--- src/design/fms_pkg.sv ---
package fms_pkg;

    localparam int QLEN_W   = 4;
    localparam int QBYTES_W = 64;
    localparam int BYTE_W   = 8;
    localparam int SCORE_W  = 15;

    typedef logic [BYTE_W-1:0]         t_byte;
    typedef logic [QLEN_W-1:0]         t_qlen;
    typedef logic [QBYTES_W-1:0]       t_qbytes;
    typedef logic signed [SCORE_W-1:0] t_score;

    typedef enum logic [1:0] {
        KIND_NONE   = 2'd0,
        KIND_SUBSEQ = 2'd1,
        KIND_SUBSTR = 2'd2,
        KIND_EMPTY  = 2'd3
    } t_kind;

    typedef struct packed {
        t_score score;
        t_kind  kind;
    } t_result;

    typedef enum logic {
        CFG_QUERY_LEN   = 1'b0,
        CFG_QUERY_BYTES = 1'b1
    } t_cfg_idx;

    localparam t_byte CHAR_UP_A       = 8'h41;
    localparam t_byte CHAR_UP_Z       = 8'h5A;
    localparam t_byte CASE_OFFSET     = 8'h20;
    localparam t_byte CHAR_SPACE      = 8'h20;
    localparam t_byte CHAR_UNDERSCORE = 8'h5F;
    localparam t_byte CHAR_SLASH      = 8'h2F;

    // subsequence scoring
    localparam logic [8:0] HIT_POINTS  = 9'd10;
    localparam logic [8:0] WORD_POINTS = 9'd15;
    localparam logic [8:0] RUN_POINTS  = 9'd5;

    localparam int     SCORE_BASE  = 1000;
    localparam int     SCORE_FLOOR = -16384;
    localparam t_score SCORE_EMPTY = 15'sd1;
    localparam t_score SCORE_ZERO  = 15'sd0;

    function automatic t_byte to_lower(input t_byte c);
        t_byte r;
        r = c;
        if (c >= CHAR_UP_A && c <= CHAR_UP_Z) begin
            r = c + CASE_OFFSET;
        end
        return r;
    endfunction

    function automatic t_byte query_byte(input t_qbytes q, input logic [2:0] i);
        t_byte r;
        r = q[i*BYTE_W +: BYTE_W];
        return to_lower(r);
    endfunction

    function automatic logic is_separator(input t_byte c);
        return (c == CHAR_SPACE) || (c == CHAR_UNDERSCORE) || (c == CHAR_SLASH);
    endfunction

endpackage

--- src/design/fms_in_if.sv ---
interface fms_in_if;
    logic                valid;
    logic                ready;
    fms_pkg::t_byte      text_byte;
    logic                has_byte;
    logic                last;

    modport source (output valid, text_byte, has_byte, last, input ready);
    modport sink   (input valid, text_byte, has_byte, last, output ready);
endinterface

--- src/design/fms_out_if.sv ---
interface fms_out_if;
    logic                valid;
    logic                ready;
    fms_pkg::t_score     score;
    fms_pkg::t_kind      match_kind;

    modport source (output valid, score, match_kind, input ready);
    modport sink   (input valid, score, match_kind, output ready);
endinterface

--- src/design/fms_cell.sv ---
// One window slot: holds a lowercased text byte, passes it on at each shift,
// and compares the byte it is about to hold with its query byte.
module fms_cell #(
    parameter int IDX = 0
) (
    input  logic             i_clk,
    input  logic             i_shift,
    input  fms_pkg::t_byte   i_byte,
    input  fms_pkg::t_qlen   i_qlen,
    input  fms_pkg::t_qbytes i_qbytes,
    output fms_pkg::t_byte   o_byte,
    output logic             o_hit
);

    fms_pkg::t_byte r_byte;
    fms_pkg::t_qlen v_sel;

    // slot IDX lines up with query byte qlen-1-IDX; unused slots always hit
    always_comb begin
        v_sel = i_qlen - fms_pkg::t_qlen'(IDX) - fms_pkg::t_qlen'(1);
        if (fms_pkg::t_qlen'(IDX) >= i_qlen) begin
            o_hit = 1'b1;
        end else begin
            o_hit = (i_byte == fms_pkg::query_byte(i_qbytes, v_sel[2:0]));
        end
    end

    always_ff @(posedge i_clk) begin
        if (i_shift) begin
            r_byte <= i_byte;
        end
    end

    assign o_byte = r_byte;

endmodule

--- src/design/fms_track.sv ---
// Per-text state: window fill, position, substring latch, greedy subsequence.
// o_result is the result of the current item, valid when it carries last.
module fms_track #(
    parameter int MAX_QUERY = 8,
    parameter int MAX_TEXT  = 4096
) (
    input  logic              i_clk,
    input  logic              i_rst_n,
    input  logic              i_take,
    input  logic              i_done,
    input  fms_pkg::t_byte    i_byte,
    input  fms_pkg::t_qlen    i_qlen,
    input  fms_pkg::t_qbytes  i_qbytes,
    input  logic              i_win_hit,
    output fms_pkg::t_result  o_result
);

    localparam int FILL_W = $clog2(MAX_QUERY + 1);
    localparam int POS_W  = $clog2(MAX_TEXT + 1);
    localparam int SW     = (POS_W + 3 > 16) ? POS_W + 3 : 16;
    localparam logic signed [SW-1:0] FLOOR_W = SW'(fms_pkg::SCORE_FLOOR);
    localparam logic signed [SW-1:0] BASE_W  = SW'(fms_pkg::SCORE_BASE);

    logic [FILL_W-1:0] r_fill,   n_fill;
    logic [POS_W-1:0]  r_pos,    n_pos;
    logic              r_found,  n_found;
    logic [POS_W-1:0]  r_start,  n_start;
    logic [3:0]        r_cursor, n_cursor;
    logic [3:0]        r_run,    n_run;
    logic [8:0]        r_part,   n_part;
    logic              r_sep,    n_sep;

    logic [POS_W:0]         v_end;
    logic signed [SW-1:0]   v_wide;

    always_comb begin
        n_fill   = r_fill;
        n_pos    = r_pos;
        n_found  = r_found;
        n_start  = r_start;
        n_cursor = r_cursor;
        n_run    = r_run;
        n_part   = r_part;
        n_sep    = r_sep;
        v_end    = {1'b0, r_pos} + (POS_W+1)'(1);

        if (i_take) begin
            if (r_fill < FILL_W'(MAX_QUERY)) begin
                n_fill = r_fill + FILL_W'(1);
            end
            if (!r_found && i_qlen != '0 && fms_pkg::t_qlen'(n_fill) >= i_qlen
                    && i_win_hit) begin
                n_found = 1'b1;
                if (v_end >= (POS_W+1)'(i_qlen)) begin
                    n_start = POS_W'(v_end - (POS_W+1)'(i_qlen));
                end else begin
                    n_start = '0;
                end
            end
            if (r_cursor < i_qlen) begin
                if (i_byte == fms_pkg::query_byte(i_qbytes, r_cursor[2:0])) begin
                    n_part   = r_part + fms_pkg::HIT_POINTS
                             + (r_sep ? fms_pkg::WORD_POINTS : 9'd0)
                             + 9'(r_run) * fms_pkg::RUN_POINTS;
                    n_run    = r_run + 4'd1;
                    n_cursor = r_cursor + 4'd1;
                end else begin
                    n_run = '0;
                end
            end
            n_sep = fms_pkg::is_separator(i_byte);
            if (r_pos < POS_W'(MAX_TEXT)) begin
                n_pos = r_pos + POS_W'(1);
            end
        end
    end

    // substring score: 1000 - 2*start - length, floored
    always_comb begin
        v_wide = BASE_W - (SW'(n_start) << 1) - SW'(n_pos);
        if (v_wide < FLOOR_W) begin
            v_wide = FLOOR_W;
        end
    end

    always_comb begin
        if (i_qlen == '0) begin
            o_result.score = fms_pkg::SCORE_EMPTY;
            o_result.kind  = fms_pkg::KIND_EMPTY;
        end else if (n_found) begin
            o_result.score = fms_pkg::t_score'(v_wide);
            o_result.kind  = fms_pkg::KIND_SUBSTR;
        end else if (n_cursor >= i_qlen) begin
            o_result.score = fms_pkg::t_score'(n_part);
            o_result.kind  = fms_pkg::KIND_SUBSEQ;
        end else begin
            o_result.score = fms_pkg::SCORE_ZERO;
            o_result.kind  = fms_pkg::KIND_NONE;
        end
    end

    always_ff @(posedge i_clk) begin
        if (!i_rst_n || i_done) begin
            r_fill   <= '0;
            r_pos    <= '0;
            r_found  <= 1'b0;
            r_start  <= '0;
            r_cursor <= '0;
            r_run    <= '0;
            r_part   <= '0;
            r_sep    <= 1'b1;
        end else begin
            r_fill   <= n_fill;
            r_pos    <= n_pos;
            r_found  <= n_found;
            r_start  <= n_start;
            r_cursor <= n_cursor;
            r_run    <= n_run;
            r_part   <= n_part;
            r_sep    <= n_sep;
        end
    end

endmodule

--- src/design/fuzzy_match_scorer_core.sv ---
// Fuzzy match scorer. Streams one text byte per transfer on i_in and scores
// the text against a query of up to MAX_QUERY bytes (case-insensitive for
// A-Z). One result leaves on o_out for each input transfer with last set;
// has_byte=0 marks an item without a byte (e.g. an empty text). Throughput
// is one input transfer per clock: the query window is a chain of MAX_QUERY
// byte cells that shift and compare in the same cycle the byte arrives,
// and the subsequence score updates in that cycle too. A last item's result
// is registered into the output head, or into the skid entry while the head
// holds an untaken result; with these two entries behind the scorer, input
// is stalled only while both hold untaken results. Write query_len /
// query_bytes over the config port while no text is in flight.
module fuzzy_match_scorer_core #(
    parameter int MAX_QUERY = 8,
    parameter int MAX_TEXT  = 4096
) (
    input  logic               i_clk,
    input  logic               i_rst_n,
    fms_in_if.sink             i_in,
    fms_out_if.source          o_out,
    input  logic               i_cfg_we,
    input  logic [0:0]         i_cfg_idx,
    input  fms_pkg::t_qbytes   i_cfg_data
);

    // configuration registers
    fms_pkg::t_qlen   r_qlen;
    fms_pkg::t_qbytes r_qbytes;

    always_ff @(posedge i_clk) begin
        if (!i_rst_n) begin
            r_qlen   <= '0;
            r_qbytes <= '0;
        end else if (i_cfg_we) begin
            if (i_cfg_idx == fms_pkg::CFG_QUERY_LEN) begin
                r_qlen <= i_cfg_data[fms_pkg::QLEN_W-1:0];
            end else begin
                r_qbytes <= i_cfg_data;
            end
        end
    end

    // lengths above MAX_QUERY act as MAX_QUERY
    fms_pkg::t_qlen qlen_act;
    assign qlen_act = (r_qlen > fms_pkg::t_qlen'(MAX_QUERY))
                    ? fms_pkg::t_qlen'(MAX_QUERY) : r_qlen;

    logic           in_xfer;
    logic           take;
    logic           done;
    fms_pkg::t_byte low_byte;

    assign in_xfer  = i_in.valid && i_in.ready;
    assign take     = in_xfer && i_in.has_byte;
    assign done     = in_xfer && i_in.last;
    assign low_byte = fms_pkg::to_lower(i_in.text_byte);

    // window: cell 0 holds the newest byte
    fms_pkg::t_byte          cell_in  [MAX_QUERY];
    fms_pkg::t_byte          cell_out [MAX_QUERY];
    logic [MAX_QUERY-1:0]    cell_hit;

    for (genvar k = 0; k < MAX_QUERY; k++) begin : g_cell
        if (k == 0) begin : g_head
            assign cell_in[k] = low_byte;
        end else begin : g_link
            assign cell_in[k] = cell_out[k-1];
        end
        fms_cell #(.IDX(k)) u_cell (
            .i_clk    (i_clk),
            .i_shift  (take),
            .i_byte   (cell_in[k]),
            .i_qlen   (qlen_act),
            .i_qbytes (r_qbytes),
            .o_byte   (cell_out[k]),
            .o_hit    (cell_hit[k])
        );
    end

    fms_pkg::t_result item_res;

    fms_track #(
        .MAX_QUERY (MAX_QUERY),
        .MAX_TEXT  (MAX_TEXT)
    ) u_track (
        .i_clk     (i_clk),
        .i_rst_n   (i_rst_n),
        .i_take    (take),
        .i_done    (done),
        .i_byte    (low_byte),
        .i_qlen    (qlen_act),
        .i_qbytes  (r_qbytes),
        .i_win_hit (&cell_hit),
        .o_result  (item_res)
    );

    // two-entry result buffer: head drives o_out, skid catches overflow
    fms_pkg::t_result r_head, r_skid;
    logic             r_hv, r_sv;
    logic             pop;

    assign pop        = r_hv && o_out.ready;
    assign i_in.ready = !r_sv;

    always_ff @(posedge i_clk) begin
        if (!i_rst_n) begin
            r_hv <= 1'b0;
            r_sv <= 1'b0;
        end else if (pop) begin
            if (r_sv) begin
                r_head <= r_skid;
                r_sv   <= 1'b0;
            end else begin
                r_hv   <= done;
                r_head <= item_res;
            end
        end else if (done) begin
            if (!r_hv) begin
                r_hv   <= 1'b1;
                r_head <= item_res;
            end else begin
                r_sv   <= 1'b1;
                r_skid <= item_res;
            end
        end
    end

    assign o_out.valid      = r_hv;
    assign o_out.score      = r_head.score;
    assign o_out.match_kind = r_head.kind;

    // skid is only ever filled behind a full head
    a_skid_behind_head: assert property (@(posedge i_clk) disable iff (!i_rst_n)
        r_sv |-> r_hv)
        else $error("skid entry valid with empty head");

    // a result arriving at a stalled full head lands in the skid
    a_overflow_to_skid: assert property (@(posedge i_clk) disable iff (!i_rst_n)
        (done && r_hv && !o_out.ready) |=> r_sv)
        else $error("result lost while head stalled");

    a_empty_scores_one: assert property (@(posedge i_clk) disable iff (!i_rst_n)
        (o_out.valid && o_out.match_kind == fms_pkg::KIND_EMPTY)
            |-> o_out.score == fms_pkg::SCORE_EMPTY)
        else $error("empty query result not scored 1");

    a_none_scores_zero: assert property (@(posedge i_clk) disable iff (!i_rst_n)
        (o_out.valid && o_out.match_kind == fms_pkg::KIND_NONE)
            |-> o_out.score == fms_pkg::SCORE_ZERO)
        else $error("unmatched result with nonzero score");

    a_subseq_positive: assert property (@(posedge i_clk) disable iff (!i_rst_n)
        (o_out.valid && o_out.match_kind == fms_pkg::KIND_SUBSEQ)
            |-> o_out.score > fms_pkg::SCORE_ZERO)
        else $error("subsequence result without points");

endmodule

--- src/flat_wrapper.sv ---
// flat-port wrapper written by rule: the top's interface ports become plain ports
module fuzzy_match_scorer_core_flat 
#(
    parameter int MAX_QUERY = 8,
    parameter int MAX_TEXT  = 4096
)
  (i_clk, i_rst_n, i_cfg_we, i_cfg_idx, i_cfg_data, i_in_valid, i_in_text_byte, i_in_has_byte, i_in_last, i_in_ready, o_out_valid, o_out_score, o_out_match_kind, o_out_ready);
  fms_in_if i_in_i ();
  fms_out_if o_out_i ();
  input  logic i_clk;
  input  logic i_rst_n;
  input  logic i_cfg_we;
  input  logic [0:0] i_cfg_idx;
  input  fms_pkg::t_qbytes i_cfg_data;
  input wire logic [$bits(i_in_i.valid)-1:0] i_in_valid;
  input wire logic [$bits(i_in_i.text_byte)-1:0] i_in_text_byte;
  input wire logic [$bits(i_in_i.has_byte)-1:0] i_in_has_byte;
  input wire logic [$bits(i_in_i.last)-1:0] i_in_last;
  output wire logic [$bits(i_in_i.ready)-1:0] i_in_ready;
  output wire logic [$bits(o_out_i.valid)-1:0] o_out_valid;
  output wire logic [$bits(o_out_i.score)-1:0] o_out_score;
  output wire logic [$bits(o_out_i.match_kind)-1:0] o_out_match_kind;
  input wire logic [$bits(o_out_i.ready)-1:0] o_out_ready;
  assign i_in_i.valid = i_in_valid;
  assign i_in_i.text_byte = i_in_text_byte;
  assign i_in_i.has_byte = i_in_has_byte;
  assign i_in_i.last = i_in_last;
  assign i_in_ready = i_in_i.ready;
  assign o_out_valid = o_out_i.valid;
  assign o_out_score = o_out_i.score;
  assign o_out_match_kind = o_out_i.match_kind;
  assign o_out_i.ready = o_out_ready;
  fuzzy_match_scorer_core #(.MAX_QUERY(MAX_QUERY), .MAX_TEXT(MAX_TEXT)) u_core (.i_clk(i_clk), .i_rst_n(i_rst_n), .i_in(i_in_i), .o_out(o_out_i), .i_cfg_we(i_cfg_we), .i_cfg_idx(i_cfg_idx), .i_cfg_data(i_cfg_data));
endmodule
--- config.mk ---
export PLATFORM = sky130hd
export DESIGN_NAME = fuzzy_match_scorer_core_flat
export DESIGN_NICKNAME = d
export VERILOG_FILES = /design/src/design/fms_pkg.sv /design/src/design/fms_in_if.sv /design/src/design/fms_out_if.sv /design/src/design/fms_cell.sv /design/src/design/fms_track.sv /design/src/design/fuzzy_match_scorer_core.sv /design/src/flat_wrapper.sv
export SDC_FILE = /design/constraint.sdc
export NUM_CORES = 1
export LEC_CHECK = 0
export BUFFER_PORTS_ARGS = -buffer_cell sky130_fd_sc_hd__buf_2
export CORE_UTILIZATION = 45
export DETAILED_ROUTE_END_ITERATION = 16
export GPL_TIMING_DRIVEN = 0
export PLACE_DENSITY = 0.63
export SYNTH_ARGS = -nofsm -noshare
export SYNTH_HDL_FRONTEND = slang
export SYNTH_SLANG_ARGS = --single-unit
--- constraint.sdc ---
create_clock -name i_clk -period 11.1 [get_ports i_clk]
set_input_delay 0.555 -clock i_clk [delete_from_list [all_inputs] [get_ports i_clk]]
set_output_delay 0.555 -clock i_clk [all_outputs]
set_load 0.02 [all_outputs]
== Word-level counts from Yosys, hierarchy flattened ==
Index checks and enable logic that the tools add are counted.

* Add/sub/neg operators: 35
* Multipliers: 1
* Magnitude comparators: 36
* Eq/ne operators: 14
* Shifts and indexed selects: 9
* Mux-type cells: 57
* Bitwise operators: 3
* Reduce and logical (&&, ||, !) cells: 35

{| class="wikitable"
|+ Operator list
! operator !! count
|-
| $shiftx A64 B7 Y8 || 9
|-
| $mux W8 || 20
|-
| $mux W17 || 6
|-
| $add A8 B6 Y8 const B || 10
|-
| $ge A8 B7 Y1 const B || 10
|-
| $le A8 B7 Y1 const B || 10
|-
| $eq A8 B8 Y1 || 9
|-
| $mux W13 || 5
|-
| $mux W4 || 8
|-
| $mux W9 || 3
|-
| $sub A3 B1 Y3 const B || 8
|-
| $logic_and A1 B1 Y1 || 17
|-
| $eq A8 B6 Y1 const B || 2
|-
| $ge A3 B4 Y1 const A || 4
|-
| $lt A16 B15 Y1 const B || 1
|-
| $sub A15 B14 Y16 || 1
|-
| $mux W15 || 1
|-
| $sub A10 B14 Y15 const A || 1
|-
| $add A13 B1 Y14 const B || 1
|-
| $ge A14 B4 Y1 || 1
|-
| $add A13 B1 Y13 const B || 1
|-
| $lt A13 B13 Y1 const B || 1
|-
| $mux W1 || 13
|-
| $sub A13 B4 Y13 || 1
|-
| 27 further kinds || 47
|}

* Bits in registers: 209
* Logic and storage cells: 213

== Longest topological paths before layout ==
Gate-level depths: netlist of the first run.

* Depth in word-level cells: 24
* Depth in mapped cells: 44

== By module ==
A second synthesis of the first run with hierarchy kept.

* Cells, all modules: 1,697
* Area total of the unflattened synthesis: 18,143.7 um^2

{| class="wikitable"
|+ Modules (own cells, without submodules)
! module !! times used !! cells an instance !! area an instance (um^2) !! sequential area each (um^2)
|-
| fms_track || 1 || 620 || 5,366.4 || 980.9
|-
| fuzzy_match_scorer_core || 1 || 380 || 4,027.6 || 2,422.3
|-
| fms_cell (u_core.g_cell[4].u_cell) || 1 || 119 || 1,238.7 || 240.2
|-
| fms_cell (u_core.g_cell[2].u_cell) || 1 || 101 || 1,182.4 || 240.2
|-
| fms_cell (u_core.g_cell[6].u_cell) || 1 || 88 || 1,133.6 || 240.2
|-
| fms_cell (u_core.g_cell[0].u_cell) || 1 || 90 || 1,124.8 || 240.2
|-
| fms_cell (u_core.g_cell[1].u_cell) || 1 || 85 || 1,042.2 || 240.2
|-
| fms_cell (u_core.g_cell[7].u_cell) || 1 || 80 || 1,033.5 || 240.2
|-
| fms_cell (u_core.g_cell[5].u_cell) || 1 || 71 || 1,008.5 || 240.2
|-
| fms_cell (u_core.g_cell[3].u_cell) || 1 || 63 || 985.9 || 240.2
|}

== Least setup slack after synthesis of the first run ==
Ideal clock, no wire load.

* Path kind: reg2reg
* Start point: register u_core.r_qlen[3]
* End point: register u_core.r_skid[6] (netlist bit) (data pin)
* Setup time: 265 ps
* Data arrival time: 8,594 ps
* Slack: 2,240 ps
* Stages on the path, launching flop included: 41
* Clock period less this slack: 8,860 ps
* Path through: dfxtp_1 -> buf_2 -> nand2b_1 -> buf_2 -> buf_1 -> ha_1 -> ha_1 -> inv_1 -> buf_1 -> mux4_2 -> inv_1 -> ha_1 -> inv_1 -> a2111oi_0 -> a2111oi_2 -> nand4b_1 -> nor4b_1 -> o2111ai_1 -> [... 5 more ...] -> inv_1 -> a21oi_1 -> xor2_1 -> nor2_1 -> a31oi_1 -> ha_1 -> a21oi_1 -> nand3b_1 -> a41o_1 -> a41oi_1 -> o21bai_1 -> nor3_1 -> a21oi_1 -> a311oi_1 -> o32ai_1 -> nand2_1 -> buf_2 -> o22ai_1

{| class="wikitable"
|+ RTL lines
! what !! line !! RTL
|-
| start: declaration || fuzzy_match_scorer_core.sv:26 || <nowiki>fms_pkg::t_qlen r_qlen;</nowiki>
|-
| start signal: assignment || fuzzy_match_scorer_core.sv:35 || <nowiki>r_qlen <= i_cfg_data[fms_pkg::QLEN_W-1:0];</nowiki>
|-
| end signal: assignment || fuzzy_match_scorer_core.sv:122 || <nowiki>r_skid <= item_res;</nowiki>
|-
| end: declaration || fuzzy_match_scorer_core.sv:97 || <nowiki>fms_pkg::t_result r_head, r_skid;</nowiki>
|}

==> impl_metrics.prom, run 1 <==
# TYPE chip_impl_metric gauge
chip_impl_info{name="synth.top_cells.by_count",value="sky130_fd_sc_hd__nand2_1 (250), sky130_fd_sc_hd__nor2_1 (132), sky130_fd_sc_hd__dfxtp_1 (119), sky130_fd_sc_hd__mux2i_1 (91), sky130_fd_sc_hd__edfxtp_1 (90)"} 1
chip_impl_metric{name="finalWorstPathRequiredPeriod",unit="ps"} 10300
chip_impl_metric{name="vdd_ir_max",unit="mV"} 0.08769
chip_impl_metric{name="grt_first_pass_wirelength",unit="µm"} 79290
chip_impl_metric{name="post_synth_arst_share",unit=""} 0
chip_impl_info{name="worstReg2RegStart",value="u_core.r_qlen[3]"} 1
chip_impl_metric{name="gate_power_share",unit=""} 0.197
chip_impl_info{name="rsz0062_at_grt",value="false"} 1
chip_impl_metric{name="total_switching_power",unit="W"} 0.0006448
chip_impl_info{name="endpoint_kind",value="flop"} 1
chip_impl_metric{name="die_h",unit="µm"} 191.1
chip_impl_metric{name="final_hold_violating_endpoints",unit=""} 0
chip_impl_metric{name="timing.final.crit_share",unit=""} 0.9275
chip_impl_metric{name="drt_wl_total",unit="µm"} 52190
chip_impl_info{name="status",value="finished, final reports clean"} 1
chip_impl_info{name="critical_path.reg2reg.endpoint",value="u_core.r_skid[10]"} 1
chip_impl_metric{name="cts_inserted_buffers",unit=""} 25
chip_impl_info{name="min-delay-start",value="i_in_text_byte[2]"} 1
chip_impl_info{name="critical-path-slowest-cell",value="sky130_fd_sc_hd__mux4_2"} 1
chip_impl_metric{name="avgRoutedWirePerCell",unit="µm"} 22.36
chip_impl_metric{name="place.port_buffers",unit=""} 98
chip_impl_metric{name="core-area",unit="µm²"} 34880
chip_impl_metric{name="rrSetupSlack",unit="ps"} 800
chip_impl_metric{name="ff_latch_area",unit="µm²"} 5085
chip_impl_metric{name="die_width",unit="µm"} 191.1
chip_impl_metric{name="design.die.area",unit="µm²"} 36510
chip_impl_metric{name="n_antenna_cell",unit=""} 0
chip_impl_metric{name="setup_viol",unit=""} 0
chip_impl_info{name="holdCritPathClass",value="input pin to flop"} 1
chip_impl_metric{name="dpl.hpwl",unit="µm"} 41360
chip_impl_metric{name="slew_headroom",unit=""} 0.3300
chip_impl_metric{name="syn2layout_area_growth",unit="%"} 12.96
chip_impl_info{name="type_of_element_launching_the_critical_path",value="flop"} 1
chip_impl_metric{name="max_freq",unit="MHz"} 97.13
chip_impl_info{name="clk_root_buffer_cell",value="sky130_fd_sc_hd__clkbuf_16"} 1
chip_impl_metric{name="placedInstanceArea",unit="µm²"} 17190
chip_impl_metric{name="netlist-cell-type-count",unit=""} 84
chip_impl_metric{name="static-leakage-power",unit="nW"} 6.963
chip_impl_metric{name="crit_arrival",unit="ps"} 10560
chip_impl_metric{name="timing_max_transition_violations_final",unit=""} 0
chip_impl_metric{name="pwr_density_cell",unit="nW/µm²"} 122.2
chip_impl_metric{name="share_clk_of_total_power",unit=""} 0.414
chip_impl_metric{name="post_route_cells_drive_above_1_share",unit=""} 0.1581
chip_impl_metric{name="std_cell_rows",unit=""} 68
chip_impl_metric{name="drtPass1Iterations",unit=""} 6
chip_impl_metric{name="final_net_count",unit=""} 2015
chip_impl_metric{name="cp.required",unit="ps"} 11360
chip_impl_metric{name="mappedNetlistNets",unit=""} 1887
chip_impl_metric{name="number_of_design_rule_violations_left_after_detail_routing",unit=""} 0
chip_impl_metric{name="layout.filler_cells",unit=""} 3267
chip_impl_metric{name="cts_num_sinks",unit=""} 209
chip_impl_metric{name="globalRouteTotalUtil",unit=""} 0.2870
chip_impl_metric{name="grt.overflow.total",unit=""} 0
chip_impl_metric{name="synth_area",unit="µm²"} 16090
chip_impl_metric{name="timing.clock.skew",unit="ps"} 17.93
chip_impl_info{name="criticalPathCategory",value="flop to flop"} 1
chip_impl_metric{name="worst-slew-pin-transition",unit="ps"} 1004
chip_impl_metric{name="path_max_fanout",unit=""} 17
chip_impl_metric{name="post_synthesis_cell_count",unit=""} 1732
chip_impl_metric{name="cellInternalPower",unit="W"} 0.001576
chip_impl_metric{name="p_sw_frac",unit=""} 0.2903
chip_impl_metric{name="cts_hold_buf",unit=""} 0
chip_impl_metric{name="yosys_register_bits",unit=""} 209
chip_impl_metric{name="finalInstanceArea",unit="µm²"} 18170
chip_impl_metric{name="drt_first_iter_violations",unit=""} 1283
chip_impl_metric{name="area_of_the_multi_input_gates",unit="µm²"} 10320
chip_impl_metric{name="synth_seq_area_share",unit=""} 0.3160
chip_impl_metric{name="first_global_vias",unit=""} 13411
chip_impl_metric{name="vias_per_cell",unit=""} 6.121
chip_impl_metric{name="synth_top_cell_area_share",unit=""} 0.1680
chip_impl_metric{name="seqPwrFrac",unit=""} 0.388
chip_impl_metric{name="pin_count",unit=""} 99
chip_impl_info{name="worstHoldEndpoint",value="u_core.g_cell[0].u_cell.o_byte[2]"} 1
chip_impl_metric{name="clock_insertion_delay_worst_skew",unit="ps"} 550
chip_impl_metric{name="max_cap_viol_count",unit=""} 0
chip_impl_metric{name="reg2reg_depth",unit=""} 39
chip_impl_info{name="tritoncts",value="built"} 1
chip_impl_metric{name="initial_core_utilization",unit=""} 0.4612
chip_impl_metric{name="synth_warnings",unit=""} 0
chip_impl_metric{name="grt_start_max_net_pins",unit=""} 46
chip_impl_metric{name="min_path_cells",unit=""} 1
chip_impl_metric{name="count_of_flip_flops_with_a_built_in_enable_after_synthesis",unit=""} 90
chip_impl_metric{name="cpPeakStageDelay",unit="ps"} 640
chip_impl_metric{name="antenna_left",unit=""} 0
chip_impl_info{name="synth_ff_type",value="sky130_fd_sc_hd__dfxtp_1"} 1
chip_impl_metric{name="pre_cts_slack",unit="ps"} -459.8
chip_impl_info{name="synth_area_leader_cell",value="sky130_fd_sc_hd__edfxtp_1"} 1
chip_impl_metric{name="count_of_vias_placed_by_the_detailed_router",unit=""} 14287
chip_impl_metric{name="postLayoutSetupSlackWorst",unit="ps"} 804.4
chip_impl_metric{name="synth.avg_cell_area",unit="µm²"} 9.289
chip_impl_metric{name="clock_tree_buffer_depth",unit=""} 3
chip_impl_info{name="cell_types_with_the_largest_area_share_after_synthesis",value="sky130_fd_sc_hd__edfxtp_1 (17%), sky130_fd_sc_hd__dfxtp_1 (15%), sky130_fd_sc_hd__mux4_2 (10%)"} 1
chip_impl_metric{name="cts_clock_pin_slew_for_the_worst_setup_and_hold_paths",unit="ps"} 60
chip_impl_info{name="cell_with_the_most_instances_after_synthesis",value="sky130_fd_sc_hd__nand2_1"} 1
chip_impl_metric{name="htree_levels",unit=""} 1
chip_impl_metric{name="last_weighted_congestion_value_of_the_routability_driven_placer",unit=""} 0.9617
chip_impl_metric{name="antenna_found_initial",unit=""} 0
==> what timing repair did <==
action                     in CTS  in global routing
gates resized for setup         3                 10
pin swaps                       0                  1
setup endpoints to repair      27                 28
buffers inserted                0                  2
==> cell type report <==
| type | instances | area share |
|---|---|---|
| Inverter | 74 | 0.01542 |
| Timing Repair Buffer | 102 | 0.02974 |
| Buffer | 93 | 0.02382 |
| Clock inverter | 9 | 0.007229 |
| Tap cell | 455 | 0.03133 |
| Sequential cell | 209 | 0.2798 |
| Multi-Input combinational cell | 1355 | 0.5681 |
| Clock buffer | 37 | 0.04454 |
==> power groups by stage <==
stage / clock (W) / sequential [W] / combinational, W
after floorplan: 0 / 0.000864 / 0.000302
after global placement: 0 / 0.000876 / 0.000422
after detailed placement: 0 / 0.000877 / 0.000430
after CTS: 0.000935 / 0.000860 / 0.000432
after global routing: 0.000962 / 0.000864 / 0.000474
final: 0.000920 / 0.000863 / 0.000438
==> layer usage <==
| metal | track usage | vias up | part of all wire |
|---|---|---|---|
| li1 | - | 6633 | - |
| met1 | 0.4257 | 6942 | 0.46 |
| met2 | 0.4307 | 646 | 0.43 |
| met3 | 0.04608 | 66 | 0.087 |
| met4 | 0.07295 | 0 | 0.021 |
| met5 | 0 | - | 0 |
==> worst max-delay path by stage <==
stage                      from  cells after the start                 to
2_1_floorplan  u_core.r_qlen[3]                     40   u_core.r_skid[6]
3_3_place_gp   u_core.r_qlen[3]                     40  u_core.r_skid[10]
3_5_place_dp   u_core.r_qlen[3]                     40  u_core.r_skid[10]
4_1_cts        u_core.r_qlen[3]                     41  u_core.r_skid[10]
5_1_grt        u_core.r_qlen[3]                     40  u_core.r_skid[10]
6_report       u_core.r_qlen[3]                     39  u_core.r_skid[10]
==> registers in the layout, indices dropped and copies added, names as in the netlist, 2 cells and up <==
signal,cells
u_core.u_track.r_fill,4
u_core.o_out.score,15
u_core.u_track.r_pos,13
u_core.g_cell.u_cell.o_byte,56
u_core.u_track.r_start,13
u_core.o_out.match_kind,2
u_core.r_qlen,4
u_core.r_skid,17
u_core.r_qbytes,64
u_core.u_track.r_part,9
u_core.u_track.r_run,4
u_core.u_track.r_cursor,4
==> through the flow <==
stage | util | std cells | power, W | hold slack, ps | setup TNS [ps]
after floorplan | - | 1732 | 0.001166 | 433.8 | 0
after detailed placement | 0.4928 | 2287 | 0.001306 | 458.7 | -7960
after CTS | 0.5200 | 2333 | 0.002227 | 189.7 | 0
after global routing | 0.5210 | 2334 | 0.002300 | 200.3 | 0
after global placement | 0.4916 | 2285 | 0.001299 | 449.7 | -6403
final | 0.5210 | 2334 | 0.002221 | 203.3 | 0
==> kinds of logic (layout without fill, tap and decap cells) <==
kind of cell               Yosys count  count (layout)  synth area share
and+or+nand+nor                    614             614            0.1800
adders and majority gates           75              75           0.06346
DFF                                209             209            0.3160
muxes                              182             182            0.1714
xor gates and xnor gates           137             137           0.07458
AOI/OAI and AO/OA                  347             347            0.1505
buffers and inverters              168             315           0.04409
==> critical path, delay by kind of cell, from the launching register on <==
| kind | cells | cell delay [ps] |
|---|---|---|
| and+or+nand+nor | 9 | 2310 |
| buffers and inverters | 9 | 2160 |
| muxes | 2 | 780 |
| AOI/OAI and AO/OA | 13 | 2910 |
| xor gates and xnor gates | 1 | 220 |
| adders and majority gates | 5 | 1230 |
| DFF | 1 | 400 |
==> cells in the final DEF, fill, tap and decap left out, types with 13 or more instances in the layout <==
cell type                     n
sky130_fd_sc_hd__edfxtp_1    90
sky130_fd_sc_hd__buf_2      121
sky130_fd_sc_hd__o2111ai_1   13
sky130_fd_sc_hd__or3_1       15
sky130_fd_sc_hd__a31oi_1     18
sky130_fd_sc_hd__nor3_1      42
sky130_fd_sc_hd__nor2b_1     23
sky130_fd_sc_hd__o211ai_1    15
sky130_fd_sc_hd__o21ai_0     45
sky130_fd_sc_hd__inv_1       70
sky130_fd_sc_hd__mux2i_1     91
sky130_fd_sc_hd__dfxtp_1    119
sky130_fd_sc_hd__nand4_1     26
sky130_fd_sc_hd__nand3_1     36
sky130_fd_sc_hd__a21oi_1     61
sky130_fd_sc_hd__a21boi_0    66
sky130_fd_sc_hd__ha_1        64
sky130_fd_sc_hd__xor2_1      60
sky130_fd_sc_hd__nand2_1    249
sky130_fd_sc_hd__nor2_1     132
sky130_fd_sc_hd__a21o_1      16
sky130_fd_sc_hd__mux4_2      73
sky130_fd_sc_hd__clkbuf_1    56
sky130_fd_sc_hd__and3_1      17
sky130_fd_sc_hd__clkbuf_16   29
sky130_fd_sc_hd__xnor2_1     77
sky130_fd_sc_hd__mux2_2      18
No activity file was read; power rests on OpenSTA's default activity.
==> run 2, diff against run 1 <==
--- a/config.mk
+++ b/config.mk
@@ -5,7 +5,7 @@
 export SDC_FILE = /design/constraint.sdc
 export NUM_CORES = 1
 export LEC_CHECK = 0
-export BUFFER_PORTS_ARGS = -buffer_cell sky130_fd_sc_hd__buf_2
+export BUFFER_PORTS_ARGS = -buffer_cell sky130_fd_sc_hd__clkbuf_2
 export CORE_UTILIZATION = 45
 export DETAILED_ROUTE_END_ITERATION = 16
 export GPL_TIMING_DRIVEN = 0
==> run 2 against run 1 <==
Hold slack lost 18 ps. Critical path type unchanged. Setup slack lost 45 ps. Register-to-register slack lost 50 ps. First-iteration DRC count grew 7.8%. Critical path depth is the same. Non-clock buffer count is the same. Global-route usage grew 0.23 points. Final area shrank 0.43%. Fmax shrank 0.44%.
==> impl_metrics.prom, run 2 (synthesis gave the netlist of run 1 again) <==
# TYPE chip_impl_metric gauge
chip_impl_metric{name="grt_first_pass_wirelength",unit="µm"} 79890
chip_impl_metric{name="final_net_count",unit=""} 2015
chip_impl_metric{name="pwr_density_cell",unit="nW/µm²"} 119.8
chip_impl_metric{name="seqPwrFrac",unit=""} 0.398
chip_impl_info{name="status",value="finished, final reports clean"} 1
chip_impl_metric{name="clock_tree_buffer_depth",unit=""} 3
chip_impl_metric{name="static-leakage-power",unit="nW"} 6.948
chip_impl_metric{name="worst-slew-pin-transition",unit="ps"} 940.2
chip_impl_metric{name="max_cap_viol_count",unit=""} 0
chip_impl_metric{name="grt.overflow.total",unit=""} 0
chip_impl_metric{name="power",unit="W"} 0.002168
chip_impl_metric{name="post_route_cells_drive_above_1_share",unit=""} 0.1549
chip_impl_info{name="tritoncts",value="built"} 1
chip_impl_info{name="min-delay-start",value="i_in_text_byte[3]"} 1
chip_impl_metric{name="ff_latch_area",unit="µm²"} 5085
chip_impl_metric{name="detailroute.wirelength.met3",unit="µm"} 4734
chip_impl_metric{name="n_antenna_cell",unit=""} 0
chip_impl_metric{name="routed-wl-met2",unit="µm"} 22650
chip_impl_metric{name="share_clk_of_total_power",unit=""} 0.399
chip_impl_metric{name="pin_count",unit=""} 99
chip_impl_metric{name="gate_power_share",unit=""} 0.202
chip_impl_metric{name="wl_met1",unit="µm"} 24010
chip_impl_metric{name="grt_start_max_net_pins",unit=""} 47
chip_impl_metric{name="setup_viol",unit=""} 0
chip_impl_metric{name="total_switching_power",unit="W"} 0.0006362
chip_impl_metric{name="vias_per_cell",unit=""} 6.128
chip_impl_info{name="leading_cell_type_in_the_layout_fill_and_taps_excluded",value="sky130_fd_sc_hd__nand2_1"} 1
chip_impl_metric{name="htree_levels",unit=""} 1
chip_impl_metric{name="die_width",unit="µm"} 191.1
chip_impl_metric{name="vdd_ir_max",unit="mV"} 0.1021
chip_impl_metric{name="last_weighted_congestion_value_of_the_routability_driven_placer",unit=""} 0.9486
chip_impl_metric{name="layout.filler_cells",unit=""} 3256
chip_impl_metric{name="number_of_design_rule_violations_left_after_detail_routing",unit=""} 0
chip_impl_info{name="endpoint_kind",value="flop"} 1
chip_impl_metric{name="timing.clock.skew",unit="ps"} 31.71
chip_impl_metric{name="cpPeakStageDelay",unit="ps"} 630
chip_impl_info{name="rsz0062_at_grt",value="false"} 1
chip_impl_metric{name="slew_headroom",unit=""} 0.3704
chip_impl_metric{name="avgRoutedWirePerCell",unit="µm"} 22.61
chip_impl_metric{name="max_freq",unit="MHz"} 96.70
chip_impl_metric{name="die_h",unit="µm"} 191.1
chip_impl_metric{name="drt_wl_total",unit="µm"} 52760
chip_impl_metric{name="path_max_fanout",unit=""} 17
chip_impl_metric{name="globalRouteTotalUtil",unit=""} 0.2893
chip_impl_metric{name="timing_max_transition_violations_final",unit=""} 0
chip_impl_metric{name="first_global_vias",unit=""} 13474
chip_impl_metric{name="timing.final.crit_share",unit=""} 0.9316
chip_impl_info{name="worstReg2RegStart",value="u_core.r_qlen[3]"} 1
chip_impl_metric{name="cts_inserted_buffers",unit=""} 25
chip_impl_metric{name="antenna_found_initial",unit=""} 0
chip_impl_metric{name="rrSetupSlack",unit="ps"} 760
chip_impl_info{name="critical-path-slowest-cell",value="sky130_fd_sc_hd__mux4_2"} 1
chip_impl_info{name="top_register",value="u_core.r_qbytes"} 1
chip_impl_metric{name="crit_arrival",unit="ps"} 10600
chip_impl_info{name="clk_root_buffer_cell",value="sky130_fd_sc_hd__clkbuf_16"} 1
chip_impl_metric{name="finalWorstPathRequiredPeriod",unit="ps"} 10340
chip_impl_metric{name="area_of_the_multi_input_gates",unit="µm²"} 10320
chip_impl_metric{name="final_hold_violating_endpoints",unit=""} 0
chip_impl_metric{name="p_sw_frac",unit=""} 0.2935
chip_impl_metric{name="count_of_vias_placed_by_the_detailed_router",unit=""} 14303
chip_impl_info{name="critPathLaunch",value="u_core.r_qlen[3]"} 1
chip_impl_metric{name="drtPass1Iterations",unit=""} 5
chip_impl_metric{name="std_cell_rows",unit=""} 68
chip_impl_metric{name="drt_first_iter_violations",unit=""} 1383
chip_impl_metric{name="antenna_left",unit=""} 0
chip_impl_info{name="final_cell_mix",value="sky130_fd_sc_hd__nand2_1 (249), sky130_fd_sc_hd__nor2_1 (132), sky130_fd_sc_hd__dfxtp_1 (119)"} 1
chip_impl_metric{name="cellInternalPower",unit="W"} 0.001532
chip_impl_info{name="type_of_element_launching_the_critical_path",value="flop"} 1
chip_impl_info{name="routed.top_layer",value="met4"} 1
chip_impl_metric{name="cp.required",unit="ps"} 11360
chip_impl_metric{name="clock_insertion_delay_worst_skew",unit="ps"} 560
chip_impl_metric{name="pre_cts_slack",unit="ps"} -433.8
chip_impl_metric{name="place.port_buffers",unit=""} 98
chip_impl_metric{name="dpl.hpwl",unit="µm"} 41560
chip_impl_metric{name="postLayoutSetupSlackWorst",unit="ps"} 758.9
chip_impl_metric{name="cts_clock_pin_slew_for_the_worst_setup_and_hold_paths",unit="ps"} 70
chip_impl_metric{name="cts_num_sinks",unit=""} 209
chip_impl_metric{name="cts_hold_buf",unit=""} 0
chip_impl_metric{name="initial_core_utilization",unit=""} 0.4612
chip_impl_metric{name="syn2layout_area_growth",unit="%"} 12.47
chip_impl_metric{name="core-area",unit="µm²"} 34880
chip_impl_info{name="holdCritPathClass",value="input pin to flop"} 1
chip_impl_info{name="criticalPathCategory",value="flop to flop"} 1
chip_impl_metric{name="largest_register_ffs",unit=""} 64
chip_impl_metric{name="design.die.area",unit="µm²"} 36510
==> run 2: cell count changes in the layout (fill, tap and decap cells not counted), sizes merged <==
| cell | change |
|---|---|
| clkbuf | +99 |
| buf | -98 |
| clkinvlp | -1 |
| inv | -2 |
| clkinv | +2 |
==> run 2: power groups by stage <==
stage               combinational [W]  clock, W  sequential [W]
floorplan                    0.000302         0        0.000864
global placement             0.000421         0        0.000877
detailed placement           0.000429         0        0.000878
CTS                          0.000431  0.000877        0.000861
global route                 0.000474  0.000906        0.000865
finish                       0.000438  0.000866        0.000864
==> run 2: worst paths after layout <==
| kind | to | cells after the start |
|---|---|---|
| max | u_core.r_skid[7] | 39 |
| min | u_core.g_cell[0].u_cell.o_byte[3] | 1 |
| max reg2reg | u_core.r_skid[7] | 39 |
| min reg2reg | u_core.g_cell[3].u_cell.o_byte[3] | 0 |
==> run 2: area by class of cell <==
class | instances | share of cell area
timing repair buffer | 102 | 0.02987
inverter | 74 | 0.01549
sequential | 209 | 0.2810
clock inverter | 8 | 0.006776
clock buffer | 38 | 0.04121
tap | 455 | 0.03146
multi-input combinational | 1355 | 0.5703
buffer | 93 | 0.02392
==> run 2: stage by stage <==
step | std cells | setup TNS, ps | util | hold WS (ps) | instance area [µm²]
after global routing | 2334 | 0 | 0.5188 | 182.9 | 18100
final | 2334 | 0 | 0.5188 | 185.4 | 18100
after CTS | 2333 | 0 | 0.5179 | 173.8 | 18070
after detailed placement | 2287 | -7474 | 0.4928 | 457.1 | 17190
after global placement | 2285 | -6292 | 0.4916 | 454.4 | 17150
after floorplan | 1732 | 0 | - | 433.8 | 16090
==> run 2: what timing repair did <==
action                     CTS  global route
resized for setup            3             9
pin swaps                    0             1
setup endpoints to repair   27            28
buffers inserted             0             2
==> run 2: layer usage <==
metal  vias to the layer above  global-route usage
met3                        81             0.05471
li1                       6622                   -
met2                       592              0.4299
met4                         0             0.08242
met1                      7008              0.4242
met5                         -                   0
==> run 2: critical path, delay by kind of cell, from the launching register on <==
family	cells	cell delay [ps]
fa+ha+maj	5	1260
simple gates	9	2400
compound gates	13	2810
buf+inv	9	2160
xor+xnor	1	200
flops	1	380
mux	2	790
